File: src/design/remote_control_frame_decoder_unit_defines.svh
// Assertion macros for the remote control frame decoder RTL.
`ifndef REMOTE_CONTROL_FRAME_DECODER_UNIT_DEFINES_SVH
`define REMOTE_CONTROL_FRAME_DECODER_UNIT_DEFINES_SVH

// Same-cycle implication, clocked on clock and disabled during reset.
`define RCFD_ASSERT_NOW(lbl, ante, cons, msg) \
   lbl: assert property (@(posedge clock) disable iff (reset) (ante) |-> (cons)) \
      else $error(msg);

// Next-cycle implication, clocked on clock and disabled during reset.
`define RCFD_ASSERT_NEXT(lbl, ante, cons, msg) \
   lbl: assert property (@(posedge clock) disable iff (reset) (ante) |=> (cons)) \
      else $error(msg);

`endif

File: src/design/rcfd_pkg.sv
// Package with the types, codes and constants of the remote control frame decoder.
package rcfd_pkg;

   // Frame geometry and register reset values.
   localparam int FRAME_BYTES    = 18;
   localparam int MAX_COUNT_DEF  = 64;
   localparam int STORE_AW       = $clog2(FRAME_BYTES);
   localparam int CH_RAW_W       = 11;
   localparam int CH_W           = 12;
   localparam int NUM_CH         = 5;
   localparam int NUM_STICKS     = 4;
   localparam logic [CH_RAW_W-1:0] OFFSET_RESET = 11'd1024;
   localparam logic [CH_RAW_W-1:0] LIMIT_RESET  = 11'd660;

   // Request kind carried on tuser.
   typedef enum logic {
      KIND_BYTE = 1'b0,
      KIND_IDLE = 1'b1
   } kind_type;

   // Result status carried on tuser.
   typedef enum logic [1:0] {
      ST_DECODED = 2'd0,
      ST_RANGE   = 2'd1,
      ST_LENGTH  = 2'd2
   } status_type;

   // Configuration register indexes.
   typedef enum logic {
      REG_OFFSET = 1'b0,
      REG_LIMIT  = 1'b1
   } reg_index_type;

   typedef logic [FRAME_BYTES-1:0][7:0] frame_bytes_type;

   // Decoded frame handed from the decode logic to the top level.
   typedef struct packed {
      logic [NUM_CH-1:0][CH_W-1:0] channels;
      logic [1:0]                  switch_one;
      logic [1:0]                  switch_two;
      logic                        out_of_range;
   } decode_type;

endpackage

File: src/design/rcfd_frame_store.sv
// Frame byte store and saturating byte counter.
module rcfd_frame_store
   import rcfd_pkg::*;
#(
   parameter int MAX_COUNT = MAX_COUNT_DEF,
   parameter int CNT_W     = $clog2(MAX_COUNT + 1)
) (
   input  logic             clock,
   input  logic             reset,
   input  logic             byte_write,
   input  logic             count_clear,
   input  logic [7:0]       rx_byte,
   output frame_bytes_type  frame_bytes,
   output logic [CNT_W-1:0] byte_count
);

   frame_bytes_type  store_ff;
   logic [CNT_W-1:0] count_ff;
   logic [CNT_W-1:0] count_in;

   // Each entry takes the byte when the count points at it.
   always_ff @(posedge clock) begin
      for (int i = 0; i < FRAME_BYTES; i++) begin
         if (byte_write && (count_ff == CNT_W'(i))) begin
            store_ff[i] <= rx_byte;
         end
      end
   end

   // The count saturates at MAX_COUNT and restarts on a line idle event.
   always_comb begin
      count_in = count_ff;
      if (count_clear) begin
         count_in = '0;
      end else if (byte_write && (count_ff < CNT_W'(MAX_COUNT))) begin
         count_in = count_ff + CNT_W'(1);
      end
   end

   always_ff @(posedge clock) begin
      if (reset) begin
         count_ff <= '0;
      end else begin
         count_ff <= count_in;
      end
   end

   assign frame_bytes = store_ff;
   assign byte_count  = count_ff;

endmodule

File: src/design/rcfd_decode.sv
// Unpacks a stored frame into centered channels, switches and a range flag.
module rcfd_decode
   import rcfd_pkg::*;
(
   input  frame_bytes_type     frame_bytes,
   input  logic [CH_RAW_W-1:0] channel_offset,
   input  logic [CH_RAW_W-1:0] channel_limit,
   output decode_type          decoded
);

   logic [NUM_CH-1:0][CH_RAW_W-1:0] raw;
   logic [NUM_CH-1:0][CH_W-1:0]     centered;
   logic [NUM_STICKS-1:0]           over;

   // Raw 11-bit fields packed little endian: the four sticks across the first six bytes, the wheel in bytes 16 and 17.
   always_comb begin
      raw[0] = {frame_bytes[1][2:0], frame_bytes[0]};
      raw[1] = {frame_bytes[2][5:0], frame_bytes[1][7:3]};
      raw[2] = {frame_bytes[4][0], frame_bytes[3], frame_bytes[2][7:6]};
      raw[3] = {frame_bytes[5][3:0], frame_bytes[4][7:1]};
      raw[4] = {frame_bytes[17][2:0], frame_bytes[16]};
   end

   // Subtract the center and check each stick magnitude against the limit.
   always_comb begin
      logic [CH_W-1:0] mag;
      for (int i = 0; i < NUM_CH; i++) begin
         centered[i] = {1'b0, raw[i]} - {1'b0, channel_offset};
      end
      for (int i = 0; i < NUM_STICKS; i++) begin
         mag     = centered[i][CH_W-1] ? (CH_W'(0) - centered[i]) : centered[i];
         over[i] = (mag > {1'b0, channel_limit});
      end
   end

   assign decoded.channels     = centered;
   assign decoded.switch_one   = frame_bytes[5][7:6];
   assign decoded.switch_two   = frame_bytes[5][5:4];
   assign decoded.out_of_range = |over;

endmodule

File: src/design/remote_control_frame_decoder_unit.sv
// Top level of the remote control frame decoder: request stage, held values and result register.
// Each request is one received byte (tuser low) or a line idle event (tuser high). Requests are
// taken one per clock except during the stall below. A byte never produces a result. Each idle event
// produces exactly one result, which passes from the request register into the result register
// and carries the held channels, switches and a status. The only stall is an idle event that meets
// a result still waiting on rsp_tready. A byte is never held up by a waiting result, but it
// does wait behind a stalled idle event. The decode path sits between the frame store and the
// result register. Per channel it is one 12-bit subtract; per stick also a negate and a magnitude compare.
`include "remote_control_frame_decoder_unit_defines.svh"

module remote_control_frame_decoder_unit
   import rcfd_pkg::*;
#(
   parameter int MAX_COUNT = MAX_COUNT_DEF
) (
   input  logic        clock,
   input  logic        reset,
   // Request channel.
   input  logic        req_tvalid,
   output logic        req_tready,
   input  logic [7:0]  req_tdata,   // [7:0] rx_byte
   input  logic        req_tuser,   // [0] kind
   // Result channel.
   output logic        rsp_tvalid,
   input  logic        rsp_tready,
   output logic [63:0] rsp_tdata,   // [11:0] stick_right_h, [23:12] stick_right_v,
                                    // [35:24] stick_left_h, [47:36] stick_left_v,
                                    // [59:48] wheel, [61:60] switch_one, [63:62] switch_two
   output logic [1:0]  rsp_tuser,   // [1:0] status
   // Configuration write port.
   input  logic        csr_we,
   input  logic        csr_index,
   input  logic [10:0] csr_wdata
);

   localparam int CNT_W = $clog2(MAX_COUNT + 1);

   logic                        req_valid_ff;
   kind_type                    req_kind_ff;
   logic [7:0]                  req_byte_ff;
   logic                        advance;
   logic                        byte_go;
   logic                        idle_go;
   logic [CH_RAW_W-1:0]         offset_ff;
   logic [CH_RAW_W-1:0]         limit_ff;
   frame_bytes_type             frame_bytes;
   logic [CNT_W-1:0]            byte_count;
   decode_type                  decoded;
   logic [NUM_CH-1:0][CH_W-1:0] held_ch_ff;
   logic [NUM_CH-1:0][CH_W-1:0] held_ch_in;
   logic [1:0]                  held_sw1_ff;
   logic [1:0]                  held_sw1_in;
   logic [1:0]                  held_sw2_ff;
   logic [1:0]                  held_sw2_in;
   status_type                  status_in;
   logic                        rsp_valid_ff;
   logic [63:0]                 rsp_data_ff;
   status_type                  rsp_status_ff;

   // A staged request moves on unless it is an idle event blocked by an untaken result.
   assign advance    = req_valid_ff
                       && ((req_kind_ff == KIND_BYTE) || !rsp_valid_ff || rsp_tready);
   assign byte_go    = advance && (req_kind_ff == KIND_BYTE);
   assign idle_go    = advance && (req_kind_ff == KIND_IDLE);
   assign req_tready = !req_valid_ff || advance;

   // Request register.
   always_ff @(posedge clock) begin
      if (reset) begin
         req_valid_ff <= 1'b0;
      end else if (req_tready) begin
         req_valid_ff <= req_tvalid;
      end
   end

   always_ff @(posedge clock) begin
      if (req_tready && req_tvalid) begin
         req_kind_ff <= kind_type'(req_tuser);
         req_byte_ff <= req_tdata;
      end
   end

   // Configuration registers.
   always_ff @(posedge clock) begin
      if (reset) begin
         offset_ff <= OFFSET_RESET;
         limit_ff  <= LIMIT_RESET;
      end else if (csr_we) begin
         unique case (reg_index_type'(csr_index))
            REG_OFFSET: offset_ff <= csr_wdata;
            REG_LIMIT:  limit_ff  <= csr_wdata;
            default:    offset_ff <= offset_ff;
         endcase
      end
   end

   rcfd_frame_store #(
      .MAX_COUNT (MAX_COUNT),
      .CNT_W     (CNT_W)
   ) u_store (
      .clock       (clock),
      .reset       (reset),
      .byte_write  (byte_go),
      .count_clear (idle_go),
      .rx_byte     (req_byte_ff),
      .frame_bytes (frame_bytes),
      .byte_count  (byte_count)
   );

   rcfd_decode u_decode (
      .frame_bytes    (frame_bytes),
      .channel_offset (offset_ff),
      .channel_limit  (limit_ff),
      .decoded        (decoded)
   );

   // Next held values and status for an idle event.
   always_comb begin
      held_ch_in  = held_ch_ff;
      held_sw1_in = held_sw1_ff;
      held_sw2_in = held_sw2_ff;
      status_in   = ST_LENGTH;
      if (byte_count == CNT_W'(FRAME_BYTES)) begin
         if (decoded.out_of_range) begin
            held_ch_in  = '0;
            held_sw1_in = '0;
            held_sw2_in = '0;
            status_in   = ST_RANGE;
         end else begin
            held_ch_in  = decoded.channels;
            held_sw1_in = decoded.switch_one;
            held_sw2_in = decoded.switch_two;
            status_in   = ST_DECODED;
         end
      end
   end

   // Held values update only on an idle event.
   always_ff @(posedge clock) begin
      if (reset) begin
         held_ch_ff  <= '0;
         held_sw1_ff <= '0;
         held_sw2_ff <= '0;
      end else if (idle_go) begin
         held_ch_ff  <= held_ch_in;
         held_sw1_ff <= held_sw1_in;
         held_sw2_ff <= held_sw2_in;
      end
   end

   // Result register.
   always_ff @(posedge clock) begin
      if (reset) begin
         rsp_valid_ff <= 1'b0;
      end else if (idle_go) begin
         rsp_valid_ff <= 1'b1;
      end else if (rsp_tready) begin
         rsp_valid_ff <= 1'b0;
      end
   end

   always_ff @(posedge clock) begin
      if (idle_go) begin
         rsp_data_ff   <= {held_sw2_in, held_sw1_in, held_ch_in};
         rsp_status_ff <= status_in;
      end
   end

   assign rsp_tvalid = rsp_valid_ff;
   assign rsp_tdata  = rsp_data_ff;
   assign rsp_tuser  = rsp_status_ff;

   `RCFD_ASSERT_NEXT(a_idle_gives_result, idle_go, rsp_valid_ff,
      "idle event did not load a result")
   `RCFD_ASSERT_NEXT(a_idle_clears_count, idle_go, byte_count == '0,
      "byte count not cleared after idle event")
   `RCFD_ASSERT_NOW(a_count_saturates, 1'b1, byte_count <= CNT_W'(MAX_COUNT),
      "byte count beyond its maximum")
   `RCFD_ASSERT_NOW(a_range_zeroes, rsp_valid_ff && (rsp_status_ff == ST_RANGE),
      rsp_data_ff == '0, "out of range result carries nonzero values")

endmodule

File: config.mk
export PLATFORM = sky130hd
export DESIGN_NAME = remote_control_frame_decoder_unit
export DESIGN_NICKNAME = d
export VERILOG_FILES = /design/src/design/rcfd_pkg.sv /design/src/design/rcfd_frame_store.sv /design/src/design/rcfd_decode.sv /design/src/design/remote_control_frame_decoder_unit.sv
export VERILOG_INCLUDE_DIRS = /design/src /design/src/design
export SDC_FILE = /design/constraint.sdc
export NUM_CORES = 1
export LEC_CHECK = 0
export BUFFER_PORTS_ARGS = -buffer_cell sky130_fd_sc_hd__buf_2
export CAP_MARGIN = 20
export CORE_AREA = 2 2 251 204
export CTS_BUF_LIST = sky130_fd_sc_hd__clkbuf_2 sky130_fd_sc_hd__clkbuf_4 sky130_fd_sc_hd__clkbuf_8
export DETAILED_ROUTE_END_ITERATION = 8
export DIE_AREA = 0 0 253 206
export GPL_TIMING_DRIVEN = 0
export HOLD_SLACK_MARGIN = 0.03
export MAX_ROUTING_LAYER = met4
export SLEW_MARGIN = 20
export SYNTH_ARGS = -nofsm -noshare
export SYNTH_HDL_FRONTEND = slang
export SYNTH_SLANG_ARGS = --single-unit
File: constraint.sdc
create_clock -name clock -period 6.44 [get_ports clock]
set_clock_uncertainty 0.1 [all_clocks]
set_input_delay 0.644 -clock clock [delete_from_list [all_inputs] [get_ports clock]]
set_output_delay 0.644 -clock clock [all_outputs]
set_load 0.02 [all_outputs]
==> After elaboration in Yosys (flattened, before gate mapping) <==
Index checks and enable logic that the tools add are counted.
{ "totals": {"inputBits": 26, "out_inout_bits": 68, "regBits": 229, "wordCells": 86} }
{ "classes": {"muxes": 13, "magnitude_cmp": 5, "n_addsub": 10, "reduce_logical": 24, "bitwise": 2, "n_eq_ne": 8} }
{ "op_table": {"columns": ["cell", "n"], "rows": [
  ["60-bit two-way mux", 2],
  ["11-bit by 11-bit subtractor with 12-bit output", 5],
  ["12-bit by 11-bit greater-than comparator with 1-bit output", 4],
  ["12-bit two-way mux", 4],
  ["1-bit by 12-bit subtractor with 12-bit output (first input constant)", 4],
  ["7-bit by 5-bit equality test with 1-bit output (second input constant)", 3],
  ["7-bit by 2-bit equality test with 1-bit output (second input constant)", 2],
  ["7-bit by 3-bit equality test with 1-bit output (second input constant)", 2],
  ["1-bit logical AND", 13],
  ["2-bit two-way mux", 4],
  ["7-bit by 1-bit adder with 7-bit output (second input constant)", 1],
  ["7-bit by 1-bit equality test with 1-bit output (second input constant)", 1],
  ["7-bit zero test", 1],
  ["7-bit less-than comparator (second input constant)", 1],
  ["2-bit AND reduction", 2],
  ["4-bit OR reduction", 1],
  ["1-bit logical OR", 3],
  ["1-bit two-way mux", 3],
  ["1-bit zero test", 2],
  ["1-bit inverter", 2],
  ["2-bit nonzero test", 1],
  ["2-bit OR reduction", 1]
]} }

==> Longest topological paths before layout <==
Gate-level depths: netlist of the first run.
{ "depth": {"ltp_word": 7, "depth_mapped": 24, "mapped_depth_nobuf": 22} }

==> Hierarchy <==
A second synthesis of the first run with hierarchy kept.
{ "unflattened": {"cells_unflattened": 1451, "area_unflattened_um2": 16612.2} }
{ "by_module_without_submodules": {"columns": ["module", "instances", "seq_area_each_um2", "area_each_um2", "cells_each"], "rows": [
  ["remote_control_frame_decoder_unit", 1, 4013.8, 7370.8, 611],
  ["rcfd_frame_store", 1, 4464.3, 4824.6, 212],
  ["rcfd_decode", 1, 0.0, 4416.7, 628]
]} }

==> Worst setup path after synthesis of the first run <==
Ideal clock, no wire load.
{ "synth_timing": {"path_kind": "reg-to-reg", "start": "register offset_ff[0]", "end": "register rsp_data_ff[18] (netlist: rsp_tdata[18]) (data pin)", "required_time_ns": 6.208, "stages_incl_launch_ff": 22, "path_buffers": 2, "setup_ns": 0.132, "arrival_ns": 4.642, "path_slack_ns": 1.566, "period_less_slack_ns": 4.874, "cell_sequence": "dfxtp_1 -> ha_1 -> inv_1 -> fa_1 -> a211oi_2 -> or4_1 -> o2111ai_1 -> a2111oi_0 -> nand4_1 -> nor2b_1 -> xnor2_1 -> ha_1 -> o21ai_0 -> a21oi_1 -> o41a_1 -> nor4bb_1 -> o41ai_2 -> a41oi_2 -> and2_1 -> buf_6 -> buf_2 -> a22o_1"} }
{ "synth_lines": {"columns": ["element", "line", "rtl"], "rows": [
  ["from (decl)", "remote_control_frame_decoder_unit.sv:44", "logic [CH_RAW_W-1:0] offset_ff;"],
  ["from (signal assigned)", "remote_control_frame_decoder_unit.sv:90", "REG_OFFSET: offset_ff <= csr_wdata;"],
  ["from (signal assigned)", "remote_control_frame_decoder_unit.sv:92", "default: offset_ff <= offset_ff;"],
  ["to (signal assigned)", "remote_control_frame_decoder_unit.sv:164", "rsp_data_ff <= {held_sw2_in, held_sw1_in, held_ch_in};"],
  ["to (decl)", "remote_control_frame_decoder_unit.sv:57", "logic [63:0] rsp_data_ff;"]
]} }

==> out/results.txt, run 1 <==
# IOs: 94
ranking of synthesized cells by area: edfxtp_1 33%, dfxtp_1 15%, ha_1 11%, nand2_1 4.6%, o21ai_0 3.8%
switching power: 928 uW
Max-Cap Viols: 0
WP data required: 6.75 ns
Setup Crit Path Kind: reg2reg
DP HPWL: 27.2 mm
slowest library cell on the worst path: dfxtp_1
Final Non-Filler Cells: 1,989
RSZ-0062 raised after global routing: no
Pwr per Cell Area: 236 mW/mm^2
drt total wl: 35.3 mm
drt pass-1 iters: 5
layout cells sized above 1: 0.148
worst-skew pair later-pin latency: 0.57 ns
Tmin final: 6.04 ns
final hold viol count: 0
met2 GRT Util: 0.207
Worst Hold Endpoint: req_byte_ff[3]
Tightest Pin Transition: 0.985 ns
DRC: 0
run status: finished clean
cell with the most instances after synthesis: nand2_1
leakage: 0.00555 uW
Die Area: 0.0521 sq mm
largest net degree at the start of global routing: 39
Hold Crit Start: req_tdata[3]
Site Rows: 74
global-route wire length before repair: 52.3 mm
Avg Cell Area, Syn: 10.4 sq um
Antenna diodes: 0
Synth Instances: 1,176
CP Data Arrival Time: 6.35 ns
cell area after synthesis: 0.0123 sq mm
Async SR Flop Fraction: 0
capturing element type of the critical path: register
Int Pwr: 2480 uW
Final setup viols: 0
CTS tree: yes
CTS hold repair buffers: 0
Ys Warns: 0
DR vias: 9,545
final worst path period share: 0.938
Max clock buf depth: 3
width of the die: 253 microns
met1 usage: 0.188
met3 usage: 0.0287
RR Endpoint: rsp_tdata[19]
#FFs+latches synth: 229
antenna violations before repair: 0
vias in the first global route: 8,972
Hold Path Class: in2reg
Inst Count DP: 1,916
GP Congestion: 0.891
VDD IR max: 0.128 mV
clock sinks: 229
wire per inst: 17.8 microns
worst-path fanout max: 10
startpoint class of the critical path: register
CTS Buf Count: 38
post-synthesis net count: 1,314
FMAX: 0.166 GHz
R2R setup slack: 0.40 ns
switching share of power: 0.272
logic gate share of total power: 0.147
Max-slew headroom: 0.341
worst-case reg-to-reg path depth: 24
Tot GR Track Use: 0.138
Die H: 206 microns
Pwr Total: 3410 uW
Max stage delay on crit path: 0.37 ns
Worst Hold Depth: 1
final max-slew violation count: 0
fin area: 0.0145 sq mm
sequential cell area fraction in the yosys report: 0.483
main flop type after synthesis: edfxtp_1
cells along the critical path: clkinvlp_4 > ha_1 > clkbuf_1 > a21oi_2 > a21boi_1 > o31a_1 > a311o_1 > a21o_1 > clkbuf_1 > nor2_1 > xnor2_1 > ha_1 > a21o_1 > a211oi_1 > o21ai_0 > o221ai_1 > nor4bb_4 > o41ai_2 > a41oi_4 > buf_4 > and2_1 > buf_6 > buf_2 > a22o_1
Max H-tree Level: 2
initial DRC count: 714
post-synth top area share: 0.328
Vias/cell: 4.80
register share of total power: 0.465
commonest cells in the netlist: 151 x nand2_1, 134 x edfxtp_1, 107 x ha_1
FF-to-FF Start: offset_ff[4]
clock network power share: 0.388
setup_tns: 0 ns
Post-synth EDFFs: 134
synth unique cells: 74
core area: 0.0500 sq mm
root buffer cell: clkbuf_8
Initial Utilization: 0.246
Final Util: 0.289
Area Overhead vs Synth: 17.8%
GR peak layer: met2
PortBufs: 92
CTS clk-pin slew, worst paths: 0.06 ns
post-synth top area cell: edfxtp_1
Overflow after GRT: 0
antenna-violating nets left: 0
NumNets Final: 1,453
Placed Area: 0.0136 sq mm
==> how the worst max path moves through the flow <==
stage | startpoint | endpoint | slack, ns | depth (start not counted)
5_1_grt | offset_ff[4] | rsp_tdata[19] | 0.03 | 24
3_5_place_dp | offset_ff[0] | rsp_tdata[32] | -0.40 | 20
4_1_cts | offset_ff[6] | held_ch_ff[30] | 0.01 | 21
2_1_floorplan | offset_ff[0] | rsp_tdata[18] | 1.57 | 21
3_3_place_gp | offset_ff[0] | rsp_tdata[32] | -0.50 | 20
6_report | offset_ff[4] | rsp_tdata[19] | 0.40 | 24
==> registers in the layout (all words and copies together), names as in the netlist, 2 cells and up <==
name,flops
u_store.frame_bytes,59
held_sw1_ff,2
u_store.byte_count,7
rsp_tdata,64
limit_ff,11
held_sw2_ff,2
req_byte_ff,8
rsp_tuser,2
held_ch_ff,60
offset_ff,11
==> power by group through the flow <==
stage	logic [uW]	clock network, uW	registers [uW]
finish	501	1320	1580
global placement	465	0	1610
floorplan	338	0	1610
detailed placement	477	0	1610
global route	552	1430	1580
CTS	486	1360	1580
==> layout make-up <==
cell class	instances	area (sq um)
multi-input cells	854	6020
clock inverters	14	97.6
well taps	646	808
plain buffers	45	208
flip-flops and latches	229	5930
repair buffers	99	533
fillers	5234	35500
clock buffers	54	674
inverters	48	188
==> worst max-delay path, delay by kind of cell (launching register included) <==
kind / cells / cell delay, ns
AO/OA/AOI/OAI: 12 / 2.67
XOR/XNOR: 1 / 0.13
buffers and inverters: 6 / 1.30
AND/OR/NAND/NOR: 3 / 0.68
adder cells (fa/ha/maj): 2 / 0.63
flip-flops: 1 / 0.37
==> routing by layer <==
layer,wire length (microns),share of wire
met1,17000,0.48
met2,15600,0.44
met3,2110,0.060
met4,616,0.017
met5,0,0
==> layout by cell type (no fill, tap or decap), drive strengths merged, types with 4 or more instances in the layout <==
master    n
a22o     27
o31a      6
nand2b    7
nor2b    20
o21bai    4
and2      8
nor3     10
inv      48
o211ai   11
o31ai     4
clkbuf   93
a21oi    70
dfxtp    95
or3       4
o21ai    97
nand3b    7
and3     11
a211oi    9
xnor2    51
nor3b     5
and4      6
clkinv   11
buf     105
nand4     7
a21o     13
fa        5
ha      107
nand2   152
a31oi    14
nand3    14
xor2     29
a32o     28
nor2     69
edfxtp  134
o21a      9
a211o     5
==> cell families (layout without fill, tap and decap cells) <==
kind of cell,count (synthesis),in the layout,synth area share
AND/OR/NAND/NOR,334,334,0.128
AO/OA/AOI/OAI,323,323,0.179
flip-flops,229,229,0.483
adder cells (fa/ha/maj),112,112,0.117
buffers and inverters,93,260,0.0311
XOR/XNOR,80,80,0.0571
multiplexers,5,5,0.00438
==> repair_timing <==
item	CTS	global route
buffers inserted	3	2
hold endpoints to repair	0	0
endpoints found under the setup margin	86	85
gates resized for setup	7	9
==> per-stage QoR <==
stage	hold slack [ns]	setup WS (ns)
6_report	0.156	0.401
3_5_place_dp	0.342	-0.402
3_3_place_gp	0.333	-0.495
2_1_floorplan	0.325	1.57
5_1_grt	0.139	0.0312
4_1_cts	0.124	0.00968
Power figures use the tool's default switching activity.
==> run 2: changes to the inputs <==
- CORE_AREA: 2 2 251 204 -> 2 2 163 133
- DIE_AREA: 0 0 253 206 -> 0 0 165 135
- PLACE_DENSITY: unset -> 0.79
==> out/results.txt, run 2 (synthesis gave the netlist of run 1 again) <==
final hold viol count: 0 (unchanged)
largest net degree at the start of global routing: 42 (was 39)
CP Data Arrival Time: 6.33 ns (was 6.35 ns)
core area: 0.0205 sq mm (was 0.0500 sq mm)
Max stage delay on crit path: 0.41 ns (was 0.37 ns)
run status: finished clean (unchanged)
CTS tree: yes (unchanged)
Initial Utilization: 0.598 (was 0.246)
Max-slew headroom: 0.328 (was 0.341)
layout cells sized above 1: 0.144 (was 0.148)
vias in the first global route: 8,956 (was 8,972)
Vias/cell: 5.96 (was 4.80)
switching share of power: 0.264 (was 0.272)
Max-Cap Viols: 0 (unchanged)
PortBufs: 92 (unchanged)
Final Non-Filler Cells: 1,608 (was 1,989)
worst-path fanout max: 10 (unchanged)
Setup Crit Path Kind: reg2reg (unchanged)
wire per inst: 19.2 microns (was 17.8 microns)
Final setup viols: 0 (unchanged)
Int Pwr: 2480 uW (about the same)
Tmin final: 6.09 ns (was 6.04 ns)
GP Congestion: 0.980 (was 0.891)
global-route wire length before repair: 47.4 mm (was 52.3 mm)
Antenna diodes: 0 (unchanged)
WP data required: 6.68 ns (was 6.75 ns)
antenna-violating nets left: 0 (unchanged)
logic gate share of total power: 0.145 (was 0.147)
Max clock buf depth: 3 (unchanged)
clock network power share: 0.387 (was 0.388)
Tot GR Track Use: 0.286 (was 0.138)
Die H: 135 microns (was 206 microns)
width of the die: 165 microns (was 253 microns)
clock sinks: 229 (unchanged)
startpoint class of the critical path: register (unchanged)
DR vias: 9,578 (was 9,545)
cells along the critical path: clkinvlp_4 > buf_4 > ha_1 > nor2b_1 > o21a_1 > o31a_1 > a311o_1 > a21o_1 > clkbuf_1 > nor2_1 > xnor2_1 > ha_1 > a21o_1 > a211oi_1 > o21ai_0 > o221ai_1 > nor4bb_2 > o41ai_2 > a41oi_4 > nand2_2 > clkbuf_1 > o21ai_0 (was clkinvlp_4 > ha_1 > clkbuf_1 > a21oi_2 > a21boi_1 > o31a_1 > a311o_1 > a21o_1 > clkbuf_1 > nor2_1 > xnor2_1 > ha_1 > a21o_1 > a211oi_1 > o21ai_0 > o221ai_1 > nor4bb_4 > o41ai_2 > a41oi_4 > buf_4 > and2_1 > buf_6 > buf_2 > a22o_1)
root buffer cell: clkbuf_8 (unchanged)
Fillers: 1,632 (was 5,234)
# IOs: 94 (unchanged)
final worst path period share: 0.945 (was 0.938)
Area Overhead vs Synth: 13.8% (was 17.8%)
Inst Count DP: 1,539 (was 1,916)
FMAX: 0.164 GHz (was 0.166 GHz)
antenna violations before repair: 0 (unchanged)
drt total wl: 30.8 mm (was 35.3 mm)
CTS Buf Count: 37 (was 38)
most frequent cells in the layout: 150 x nand2_1, 134 x edfxtp_1, 107 x ha_1 (unchanged)
multi-input combinational cell area: 0.00603 sq mm (was 0.00602 sq mm)
Min Hold Slack: 0.194 ns (was 0.156 ns)
CTS clk-pin slew, worst paths: 0.06 ns (about the same)
Reg area: 0.00593 sq mm (about the same)
slowest library cell on the worst path: nor4bb_2 (was dfxtp_1)
DRC: 0 (unchanged)
commonest non-fill, non-tap cell in the layout: nand2_1 (unchanged)
Final Util: 0.681 (was 0.289)
register share of total power: 0.468 (was 0.465)
Critical path buffers and inverters: 4 (was 6)
Largest register FFs: 64 (unchanged)
DP HPWL: 23.3 mm (was 27.2 mm)
Die Area: 0.0223 sq mm (was 0.0521 sq mm)
leakage: 0.00552 uW (was 0.00555 uW)
worst-skew pair later-pin latency: 0.52 ns (was 0.57 ns)
capturing element type of the critical path: register (unchanged)
Max H-tree Level: 2 (unchanged)
Site Rows: 47 (was 74)
cell family with most CP delay: compound AO/OA/AOI/OAI gates (unchanged)
initial DRC count: 779 (was 714)
Pwr per Cell Area: 242 mW/mm^2 (was 236 mW/mm^2)
NumNets Final: 1,449 (was 1,453)
Overflow after GRT: 0 (unchanged)
VDD IR max: 0.224 mV (was 0.128 mV)
RSZ-0062 raised after global routing: no (unchanged)
drt pass-1 iters: 5 (unchanged)
CTS hold repair buffers: 0 (unchanged)
Hold Path Class: in2reg (unchanged)
Tightest Pin Transition: 1.00 ns (was 0.985 ns)
final max-slew violation count: 0 (unchanged)
switching power: 893 uW (was 928 uW)
run 2: metal layers:
layer	vias to the layer above	wire length, microns	GRT usage
met5	-	0	-
met3	54	2270	0.0430
met4	0	718	0.0865
met1	4571	13900	0.399
met2	346	14000	0.433
li1	4607	-	-
run 2: what timing repair did:
item	4_1_cts	5_1_grt
buffers inserted	0	2
cloned	0	0
setup endpoints to repair	73	119
resized for setup	2	8
run 2: final cells by class:
type | instances | area share
Sequential cell | 229 | 0.424
Clock inverter | 10 | 0.00564
Multi-Input combinational cell | 854 | 0.432
Inverter | 48 | 0.0132
Clock buffer | 57 | 0.0499
Timing Repair Buffer | 96 | 0.0363
Tap cell | 269 | 0.0241
Buffer | 45 | 0.0147
run 2: through the flow:
| stage | power (uW) | setup slack, ns | area [sq um] | setup TNS, ns |
|---|---|---|---|---|
| finish | 3380 | 0.353 | 14000 | 0 |
| CTS | 3380 | 0.0246 | 13900 | 0 |
| global placement | 2070 | -0.141 | 13100 | -5.86 |
| detailed placement | 2080 | -0.0911 | 13100 | -2.54 |
| floorplan | 1950 | 1.57 | 12300 | 0 |
| global route | 3510 | 0.0236 | 14000 | 0 |
run 2: power by group through the flow:
stage | clock [uW] | sequential (uW) | combinational, uW
final | 1310 | 1580 | 490
after global routing | 1390 | 1580 | 542
after global placement | 0 | 1610 | 459
after detailed placement | 0 | 1610 | 472
after CTS | 1320 | 1580 | 475
after floorplan | 0 | 1610 | 338
run 2: path summary, 6_finish.rpt:
path             startpoint              to  slack [ns]  cells past startpoint
min reg2reg  held_ch_ff[38]  held_ch_ff[38]        0.36                      2
max            offset_ff[1]   rsp_tdata[30]        0.35                     22
max reg2reg    offset_ff[1]   rsp_tdata[30]        0.35                     22
min               req_tuser     req_kind_ff        0.19                      1
